[src/sv/fupp_pkg.sv]
// Shared types and codes for the form-urlencoded pair parser.
// No dependencies; imported by every module of the block.
package fupp_pkg;

  // Result event codes
  localparam logic [2:0] EV_KEY       = 3'd0;
  localparam logic [2:0] EV_VAL       = 3'd1;
  localparam logic [2:0] EV_END       = 3'd2;
  localparam logic [2:0] EV_END_EMPTY = 3'd3;
  localparam logic [2:0] EV_DROP      = 3'd4;
  localparam logic [2:0] EV_SYNTAX    = 3'd5;
  localparam logic [2:0] EV_ESCAPE    = 3'd6;
  localparam logic [2:0] EV_DONE      = 3'd7;

  // Configuration register indexes
  localparam logic CFG_FIELD_SEP = 1'b0;
  localparam logic CFG_UNESCAPE  = 1'b1;

  localparam int MAX_RES = 3;
  localparam int QDEPTH  = 4;
  localparam int QPTR_W  = $clog2(QDEPTH);
  localparam int QLVL_W  = $clog2(QDEPTH + 1);

  typedef struct packed {
    logic [7:0] in_byte;
    logic       end_of_string;
  } item_t;

  typedef struct packed {
    logic [2:0] event_res;
    logic [7:0] out_byte;
    logic       last;
  } result_t;

  // All results caused by one input byte, oldest in slot 0
  typedef struct packed {
    logic [1:0]              count;
    result_t [MAX_RES-1:0]   res;
  } entry_t;

  typedef struct packed {
    logic   wr;
    entry_t entry;
  } q_write_t;

  typedef struct packed {
    logic   valid;
    entry_t entry;
  } q_head_t;

endpackage

[src/sv/form_urlencoded_pair_parser.sv]
// Top level of the form-urlencoded pair parser: front end, entry queue and
// back end. Depends on fupp_pkg, fupp_front, fupp_queue and fupp_back.
//
// Takes one byte of a key=value string per cycle while full is low on the
// push/full side; returns tagged key bytes, value bytes, pair ends, drops,
// errors and a done marker on the empty/pop side. A byte is classified and
// decoded in the cycle it is accepted; its results, if any (up to three),
// go into a four-entry queue as one entry and then the output register,
// which hands them out one per cycle while the consumer pops. Sustained
// input is one byte per cycle as long as the consumer pops every cycle and
// bytes average at most one result; a byte with two or three results (end
// of string) holds the output port until all are popped, and full rises
// once the queue has four entries waiting. Configuration writes take
// effect on the next cycle and belong between strings.
module form_urlencoded_pair_parser import fupp_pkg::*; (
  input  logic       clk,
  input  logic       rst,
  input  logic       push,
  output logic       full,
  input  item_t      in_item,
  output logic       empty,
  input  logic       pop,
  output result_t    out_item,
  input  logic       cfg_write,
  input  logic       cfg_index,
  input  logic [7:0] cfg_data
);

  q_write_t q_wr;
  q_head_t  head;
  logic     deq;
  logic     accept;

  assign accept = push && !full;

  fupp_front u_front (
    .clk       (clk),
    .rst       (rst),
    .accept    (accept),
    .in_item   (in_item),
    .cfg_write (cfg_write),
    .cfg_index (cfg_index),
    .cfg_data  (cfg_data),
    .q_wr      (q_wr)
  );

  fupp_queue u_queue (
    .clk  (clk),
    .rst  (rst),
    .q_wr (q_wr),
    .deq  (deq),
    .head (head),
    .full (full)
  );

  fupp_back u_back (
    .clk      (clk),
    .rst      (rst),
    .head     (head),
    .deq      (deq),
    .pop      (pop),
    .empty    (empty),
    .out_item (out_item)
  );

endmodule

[src/sv/fupp_front.sv]
// Front end: accepts bytes, runs the pair/escape state machines, and builds
// one queue entry of results per byte. Holds the configuration registers.
// Depends on fupp_pkg.
module fupp_front import fupp_pkg::*; (
  input  logic     clk,
  input  logic     rst,
  input  logic     accept,
  input  item_t    in_item,
  input  logic     cfg_write,
  input  logic     cfg_index,
  input  logic [7:0] cfg_data,
  output q_write_t q_wr
);

  localparam logic [7:0] CHAR_PCT   = 8'h25;
  localparam logic [7:0] CHAR_PLUS  = 8'h2B;
  localparam logic [7:0] CHAR_EQ    = 8'h3D;
  localparam logic [7:0] CHAR_TILDE = 8'h7E;
  localparam logic [7:0] CHAR_STAR  = 8'h2A;
  localparam logic [7:0] CHAR_DASH  = 8'h2D;
  localparam logic [7:0] CHAR_DOT   = 8'h2E;
  localparam logic [7:0] CHAR_UNDER = 8'h5F;
  localparam logic [7:0] CHAR_SPACE = 8'h20;
  localparam int         HEX_ALPHA  = 10;

  typedef enum logic [4:0] {
    PS_NEXTKEY = 5'b00001,
    PS_INKEY   = 5'b00010,
    PS_NEXTVAL = 5'b00100,
    PS_INVAL   = 5'b01000,
    PS_ERROR   = 5'b10000
  } parse_state_t;

  typedef enum logic [2:0] {
    ES_NONE  = 3'b001,
    ES_PCT   = 3'b010,
    ES_DIGIT = 3'b100
  } escape_state_t;

  function automatic logic is_digit(input logic [7:0] b);
    return (b >= 8'h30) && (b <= 8'h39);
  endfunction

  function automatic logic is_legal(input logic [7:0] b);
    return is_digit(b) || ((b >= 8'h41) && (b <= 8'h5A)) || ((b >= 8'h61) && (b <= 8'h7A)) ||
           (b == CHAR_DASH) || (b == CHAR_DOT) || (b == CHAR_UNDER) || (b == CHAR_TILDE) ||
           (b == CHAR_PLUS) || (b == CHAR_PCT) || (b == CHAR_STAR);
  endfunction

  function automatic logic is_space(input logic [7:0] b);
    return (b == CHAR_SPACE) || ((b >= 8'h09) && (b <= 8'h0D));
  endfunction

  // {ok, nibble}
  function automatic logic [4:0] hex_value(input logic [7:0] b);
    logic [7:0] d;
    d = 8'h00;
    if (is_digit(b)) begin
      d = b - 8'h30;
      return {1'b1, d[3:0]};
    end
    if ((b >= 8'h61) && (b <= 8'h66)) begin
      d = b - 8'h61 + 8'(HEX_ALPHA);
      return {1'b1, d[3:0]};
    end
    if ((b >= 8'h41) && (b <= 8'h46)) begin
      d = b - 8'h41 + 8'(HEX_ALPHA);
      return {1'b1, d[3:0]};
    end
    return 5'b0_0000;
  endfunction

  logic [7:0]    field_separator;
  logic          unescape_enable;
  parse_state_t  ps, ps_next;
  escape_state_t es, es_next;
  logic [3:0]    high_nibble, high_nibble_next;

  logic       content_do;
  logic [2:0] content_code;
  logic       byte_emit;
  result_t    byte_res;
  logic [4:0] hex;
  logic [1:0] cnt;
  result_t [MAX_RES-1:0] res_list;
  logic [7:0] b;
  logic       eos;

  assign b   = in_item.in_byte;
  assign eos = in_item.end_of_string;
  assign hex = hex_value(b);

  always_comb begin
    ps_next          = ps;
    es_next          = es;
    high_nibble_next = high_nibble;
    content_do       = 1'b0;
    content_code     = EV_KEY;
    byte_emit        = 1'b0;
    byte_res         = '0;
    cnt              = 2'd0;
    res_list         = '0;

    unique case (ps)
      PS_NEXTKEY: begin
        if (is_legal(b)) begin
          ps_next    = PS_INKEY;
          content_do = 1'b1;
        end else if (!is_space(b)) begin
          ps_next            = PS_ERROR;
          byte_emit          = 1'b1;
          byte_res.event_res = EV_SYNTAX;
        end
      end
      PS_INKEY: begin
        if (b == CHAR_EQ) begin
          es_next          = ES_NONE;
          high_nibble_next = 4'd0;
          ps_next          = PS_NEXTVAL;
        end else if (is_legal(b)) begin
          content_do = 1'b1;
        end else begin
          ps_next            = PS_ERROR;
          byte_emit          = 1'b1;
          byte_res.event_res = EV_SYNTAX;
        end
      end
      PS_NEXTVAL: begin
        if (is_legal(b)) begin
          ps_next      = PS_INVAL;
          content_do   = 1'b1;
          content_code = EV_VAL;
        end else if (b == field_separator) begin
          es_next            = ES_NONE;
          high_nibble_next   = 4'd0;
          ps_next            = PS_NEXTKEY;
          byte_emit          = 1'b1;
          byte_res.event_res = EV_END_EMPTY;
        end else if (!is_space(b)) begin
          ps_next            = PS_ERROR;
          byte_emit          = 1'b1;
          byte_res.event_res = EV_SYNTAX;
        end
      end
      PS_INVAL: begin
        if (b == field_separator) begin
          es_next            = ES_NONE;
          high_nibble_next   = 4'd0;
          ps_next            = PS_NEXTKEY;
          byte_emit          = 1'b1;
          byte_res.event_res = EV_END;
        end else if (is_legal(b)) begin
          content_do   = 1'b1;
          content_code = EV_VAL;
        end else begin
          ps_next            = PS_ERROR;
          byte_emit          = 1'b1;
          byte_res.event_res = EV_SYNTAX;
        end
      end
      PS_ERROR: begin
        ps_next = PS_ERROR;
      end
      default: begin
        ps_next = PS_ERROR;
      end
    endcase

    // Key or value content byte, with optional percent/plus decoding
    if (content_do) begin
      if (!unescape_enable) begin
        es_next          = ES_NONE;
        high_nibble_next = 4'd0;
        byte_emit        = 1'b1;
        byte_res         = '{event_res: content_code, out_byte: b, last: 1'b0};
      end else if (es == ES_NONE) begin
        if (b == CHAR_PCT) begin
          es_next = ES_PCT;
        end else begin
          byte_emit = 1'b1;
          byte_res  = '{event_res: content_code,
                        out_byte: (b == CHAR_PLUS) ? CHAR_SPACE : b, last: 1'b0};
        end
      end else if (!hex[4]) begin
        es_next            = ES_NONE;
        high_nibble_next   = 4'd0;
        ps_next            = PS_ERROR;
        byte_emit          = 1'b1;
        byte_res.event_res = EV_ESCAPE;
      end else if (es == ES_PCT) begin
        high_nibble_next = hex[3:0];
        es_next          = ES_DIGIT;
      end else begin
        byte_emit        = 1'b1;
        byte_res         = '{event_res: content_code, out_byte: {high_nibble, hex[3:0]},
                             last: 1'b0};
        es_next          = ES_NONE;
        high_nibble_next = 4'd0;
      end
    end

    if (byte_emit) begin
      res_list[0] = byte_res;
      cnt         = 2'd1;
    end

    // End of string closes whatever field is open, then marks the string done
    if (eos) begin
      if (ps_next == PS_INKEY) begin
        res_list[cnt] = '{event_res: EV_DROP, out_byte: 8'h00, last: 1'b0};
        cnt           = cnt + 2'd1;
      end else if (ps_next == PS_NEXTVAL) begin
        res_list[cnt] = '{event_res: EV_END_EMPTY, out_byte: 8'h00, last: 1'b0};
        cnt           = cnt + 2'd1;
      end else if (ps_next == PS_INVAL) begin
        res_list[cnt] = '{event_res: EV_END, out_byte: 8'h00, last: 1'b0};
        cnt           = cnt + 2'd1;
      end
      res_list[cnt]    = '{event_res: EV_DONE, out_byte: 8'h00, last: 1'b1};
      cnt              = cnt + 2'd1;
      ps_next          = PS_NEXTKEY;
      es_next          = ES_NONE;
      high_nibble_next = 4'd0;
    end
  end

  assign q_wr.wr          = accept && (cnt != 2'd0);
  assign q_wr.entry.count = cnt;
  assign q_wr.entry.res   = res_list;

  always_ff @(posedge clk) begin
    if (rst) begin
      ps          <= PS_NEXTKEY;
      es          <= ES_NONE;
      high_nibble <= 4'd0;
    end else if (accept) begin
      ps          <= ps_next;
      es          <= es_next;
      high_nibble <= high_nibble_next;
    end
  end

  always_ff @(posedge clk) begin
    if (rst) begin
      field_separator <= 8'd38;
      unescape_enable <= 1'b1;
    end else if (cfg_write) begin
      unique case (cfg_index)
        CFG_FIELD_SEP: field_separator <= cfg_data;
        CFG_UNESCAPE:  unescape_enable <= cfg_data[0];
        default: ;
      endcase
    end
  end

  // A string end always produces an entry whose final result is the done marker
  a_eos_done: assert property (@(posedge clk) disable iff (rst)
    (accept && eos) |-> (q_wr.wr && res_list[cnt - 2'd1].last &&
                         (res_list[cnt - 2'd1].event_res == EV_DONE)))
    else $error("string end without done result");

endmodule

[src/sv/fupp_queue.sv]
// Short entry queue between front and back ends; one entry per input byte
// that produced results. Depends on fupp_pkg.
module fupp_queue import fupp_pkg::*; (
  input  logic     clk,
  input  logic     rst,
  input  q_write_t q_wr,
  input  logic     deq,
  output q_head_t  head,
  output logic     full
);

  entry_t             mem [QDEPTH];
  logic [QPTR_W-1:0]  wr_ptr, rd_ptr;
  logic [QLVL_W-1:0]  level;
  logic               wr;

  assign wr   = q_wr.wr && !full;
  assign full = (level == QLVL_W'(QDEPTH));

  assign head.valid = (level != '0);
  assign head.entry = mem[rd_ptr];

  always_ff @(posedge clk) begin
    if (wr) begin
      mem[wr_ptr] <= q_wr.entry;
    end
  end

  always_ff @(posedge clk) begin
    if (rst) begin
      wr_ptr <= '0;
      rd_ptr <= '0;
      level  <= '0;
    end else begin
      if (wr) begin
        wr_ptr <= wr_ptr + QPTR_W'(1);
      end
      if (deq) begin
        rd_ptr <= rd_ptr + QPTR_W'(1);
      end
      level <= level + QLVL_W'(wr) - QLVL_W'(deq);
    end
  end

  a_level_ptrs: assert property (@(posedge clk) disable iff (rst)
    level[QPTR_W-1:0] == (wr_ptr - rd_ptr))
    else $error("queue level out of step with pointers");

endmodule

[src/sv/fupp_back.sv]
// Back end: walks the results of the head queue entry one at a time into
// the output register. Depends on fupp_pkg.
module fupp_back import fupp_pkg::*; (
  input  logic    clk,
  input  logic    rst,
  input  q_head_t head,
  output logic    deq,
  input  logic    pop,
  output logic    empty,
  output result_t out_item
);

  logic       out_valid;
  logic [1:0] sub;
  logic       load;
  logic       at_end;

  assign load   = head.valid && (!out_valid || pop);
  assign at_end = (sub == (head.entry.count - 2'd1));
  assign deq    = load && at_end;
  assign empty  = !out_valid;

  always_ff @(posedge clk) begin
    if (load) begin
      out_item <= head.entry.res[sub];
    end
  end

  always_ff @(posedge clk) begin
    if (rst) begin
      out_valid <= 1'b0;
      sub       <= 2'd0;
    end else begin
      if (load) begin
        out_valid <= 1'b1;
        sub       <= at_end ? 2'd0 : sub + 2'd1;
      end else if (pop) begin
        out_valid <= 1'b0;
      end
    end
  end

  a_sub_in_range: assert property (@(posedge clk) disable iff (rst)
    head.valid |-> (sub < head.entry.count))
    else $error("result index past end of entry");

  a_last_is_done: assert property (@(posedge clk) disable iff (rst)
    (out_valid && out_item.last) |-> (out_item.event_res == EV_DONE))
    else $error("last flag on a result other than string done");

  a_done_ends_entry: assert property (@(posedge clk) disable iff (rst)
    (load && head.entry.res[sub].last) |-> deq)
    else $error("done result not at end of its entry");

endmodule
[config.mk]
export PLATFORM = sky130hd
export DESIGN_NAME = form_urlencoded_pair_parser
export DESIGN_NICKNAME = d
export VERILOG_FILES = /design/src/sv/fupp_pkg.sv /design/src/sv/form_urlencoded_pair_parser.sv /design/src/sv/fupp_front.sv /design/src/sv/fupp_queue.sv /design/src/sv/fupp_back.sv
export SDC_FILE = /design/constraint.sdc
export NUM_CORES = 1
export LEC_CHECK = 0
export BUFFER_PORTS_ARGS = -buffer_cell sky130_fd_sc_hd__clkbuf_2
export CAP_MARGIN = 10
export CORE_AREA = 2 2 104 207
export DETAILED_ROUTE_END_ITERATION = 7
export DIE_AREA = 0 0 106 209
export PLACE_DENSITY_LB_ADDON = 0.25
export SKIP_CTS_REPAIR_TIMING = 1
export SLEW_MARGIN = 20
export SYNTH_ARGS = -nofsm -noshare
export SYNTH_HDL_FRONTEND = slang
export SYNTH_SLANG_ARGS = --single-unit
[constraint.sdc]
create_clock -name clk -period 3.6 [get_ports clk]
set_input_delay 0.18 -clock clk [delete_from_list [all_inputs] [get_ports clk]]
set_output_delay 0.18 -clock clk [all_outputs]
set_load 0.1 [all_outputs]
==> metrics.md <==
| Metric | Value |
|---|---|
| Total placed cells including tap cells | between 800 and 900 |
| Path depth of the worst reg2reg path | 12 |
| Total Negative Setup Slacks | 0 ps |
| Summed area of non-filler cells in the final layout | roughly 7300 um2 |
| Hold_ws | -20.4 ps |
| Netlist cell types | 75 |
| Number of sinks handled by clock tree synthesis | about 120 |
| Max H-tree Level | 4 |
| Die height | around 210 um |
| Top-level port count | 37 |
| Gp weighted congestion | around 0.91 |
| Antenna violations before repair | 0 |
| Number of antenna cells inserted | 0 |
| Detailed-placement wirelength estimate | approximately 10 mm |
| Power Density | 714 nW/um2 |
| Fraction of layout instances using a drive strength above 1 | 21.9% |
| Buffer depth of the longest clock path | 2 |
| Starting density of the core | between 20% and 30% |
| Minimum clock period | approximately 3200 ps |
| TritonCTS clock tree | done |
| Total number of vias | about 4.2k |
| Overflow left after global routing | 0 |
| Failing checks | negative hold slack |
| Flops & latches, synth | roughly 120 |
| Number of core rows | 75 |
| Fraction of registers with async set or reset after synthesis | 0% |
| Total wirelength of the detailed-routed design | about 14 mm |
| Post-Syn Nets | 551 |
| Post-route clock skew | between 15 and 20 ps |
| Sequential share of the synthesized area | a little over half |
| Worst VDD drop | between 400 and 500 uV |
| Fin nets | a little over 600 |
| Synthesized area divided by synthesized cell count | about 12 um2 |
| Area Growth Syn to Fin | 20.2% |
| Wire length of the first global-routing pass | 22.5 mm |
| DR pass1 iterations | 4 |
| Post-Place Worst Slack | approximately 110 ps |
| Tcrit/Tclk final | 89.3% |
| Number of enable flip-flop cells after synthesis | slightly below 90 |
| Final setup slack of the worst path | between 300 and 400 ps |
| Worst Max-Slew Pin Slew | 777 ps |
| Final hold viol count | 4 |
| # setup viols final | 0 |
| # DRC | 0 |
| Clock tree root buffer cell | clkbuf_16 |
| Critical path start-end classification | reg -> reg |
| Latest clock arrival within the worst-skew pair | around 420 ps |
| Clock slew seen by the registers of the worst setup and hold paths | ~60 ps |
| Wire length per cell | roughly 16 um |
| Unrepaired setup endpoints after global routing | false |
| Worst setup EP type | flip-flop |
| Summed instance area of the synthesized netlist | 6070 um2 |
| CTS buffer count | 17 |
| Die area | 22,200 um2 |
| Max-cap violations | 0 |
| Core area | 20,700 um2 |
| Max-slew violation count | 0 |
| Count of port buffers added during placement | 36 |
| Max Clock Freq | between 300 and 400 MHz |
| Mapped Cells | between 500 and 600 |
| Top_reg_cell synth | edfxtp_1 |
| Arrival time of the worst setup path | roughly 3400 ps |
| Post-route non-filler standard cell count | around 850 |
| Number of antenna-violating nets in the routed design | 0 |
| Horizontal die dimension | between 100 and 150 um |
| Status | finished with violations |
| Placed cell areas | approximately 6700 um2 |
| Reported leakage power | around 2.6 nW |
| Critical path data required time | 3790 ps |
| Maximum number of pins on one net before global-route repair | 37 |
| DRC violation total after the first TritonRoute iteration | 232 |
| Yosys warning total | 0 |
| Number of global-route vias before repair | 4,269 |
| Number of filler cells placed in the layout | ~2.0k |
| Vias per cell | slightly below 5 |
| Critical path peak fanout | 8 |
| Launching element type of the critical path | flip-flop |
| Cell depth of the worst hold path | 3 |
| Classification of the worst-slack hold path | in -> reg |
| Gr usage total | between 10% and 20% |
| Relative slew margins | between 40% and 50% |
[flip-flops by register name, indices dropped and copies added, names as in the netlist, named ones only]
signal,flops
u_back.sub,2
u_queue.wr_ptr,2
u_front.field_separator,8
u_queue.rd_ptr,2
u_queue.mem,76
u_back.out_item,12
u_front.high_nibble,4
u_queue.level,3
u_front.unescape_enable,1
u_front.es,3
u_front.ps,5
u_back.out_valid,1
[Yosys cell counts, types with 4 or more instances]
library cell	count	area, um2
nand4_1	5	31.3
ha_1	16	200
nor3_1	7	35.0
nor3b_1	4	30.0
and2_1	9	56.3
xnor2_1	13	114
nor2b_1	15	93.8
a22oi_1	10	75.1
nand2_1	45	169
dfxtp_1	33	661
buf_2	5	25.0
nand3_1	14	70.1
clkbuf_1	13	48.8
edfxtp_1	88	2640
nand2b_1	12	75.1
a21oi_1	23	115
a31oi_1	5	31.3
mux4_2	18	405
a21o_1	8	60.1
inv_1	22	82.6
o21ai_0	21	105
mux2i_1	7	70.1
nor2_1	42	158
o21a_1	6	45.0
[final cells by class]
cell class	count	area, um2	area share (%)
inverters	22	82.6	1.13
multi-input cells	345	2580	35.4
flip-flops and latches	121	3300	45.3
well taps	269	337	4.61
clock inverters	15	166	2.28
clock buffers	17	425	5.83
repair buffers	64	398	5.46
[power breakdown]
group,switching [mW],total (mW),internal (mW)
clock,0.663,1.70,1.03
sequential,0.0991,1.88,1.78
combinational,1.13,1.63,0.501
total,1.89,5.21,3.32
[metrics by stage]
step	power [mW]	hold WS, ps	utilization (%)
after detailed placement	3.57	400	32.1
after global placement	3.56	391	32.1
after CTS	5.29	-43.0	35.0
after global routing	5.45	0.294	35.2
final	5.21	-20.4	35.2
after floorplan	3.22	304	-
[logic make-up after synthesis]
kind of cell    after synthesis  synth area share (%)
compound gates              108                  13.0
buf+inv                      45                  3.13
simple gates                176                  15.1
mux                          28                  8.45
fa+ha+maj                    17                  3.63
xor+xnor                     16                  2.31
flops                       121                  54.4
[layout by cell type, fill, tap and decap left out, types with 17 or more instances in the layout]
| cell type | netlist | routed |
|---|---|---|
| clkbuf_16 | 0 | 17 |
| inv_1 | 22 | 22 |
| a21oi_1 | 23 | 23 |
| clkbuf_2 | 0 | 36 |
| nand2_1 | 45 | 45 |
| o21ai_0 | 21 | 21 |
| edfxtp_1 | 88 | 88 |
| dfxtp_1 | 33 | 33 |
| buf_4 | 2 | 25 |
| nor2_1 | 42 | 42 |
| mux4_2 | 18 | 18 |
[per-layer routing]
layer | track usage, % | up-vias | routed length, um
met1 | 16.1 | 2062 | 5960
met3 | 2.56 | 11 | 483
li1 | - | 2023 | -
met2 | 22.8 | 78 | 7260
met4 | 5.31 | 0 | 197
met5 | 0 | - | 0
[worst paths after layout]
path	start	end	slack, ps
hold reg to reg	u_front.field_separator[7]	u_front.field_separator[7]	470
setup / recovery	u_front.field_separator[2]	u_queue.mem[1][4]	390
hold / removal	cfg_data[2]	u_front.field_separator[2]	-20
setup reg to reg	u_front.field_separator[2]	u_queue.mem[1][4]	390
[worst max-delay path, stage by stage, from the launching register on]
cell       delay, ps
dfxtp_1          320
xnor2_1          160
nand4_1          330
nor3_1           530
a211oi_4          60
o2bb2ai_4        180
ha_1             150
nor3b_1          260
nor2_1           100
ha_1             210
nand2_1          120
nand3_2          200
a21oi_1          360
(Power assumes the default switching activity.)
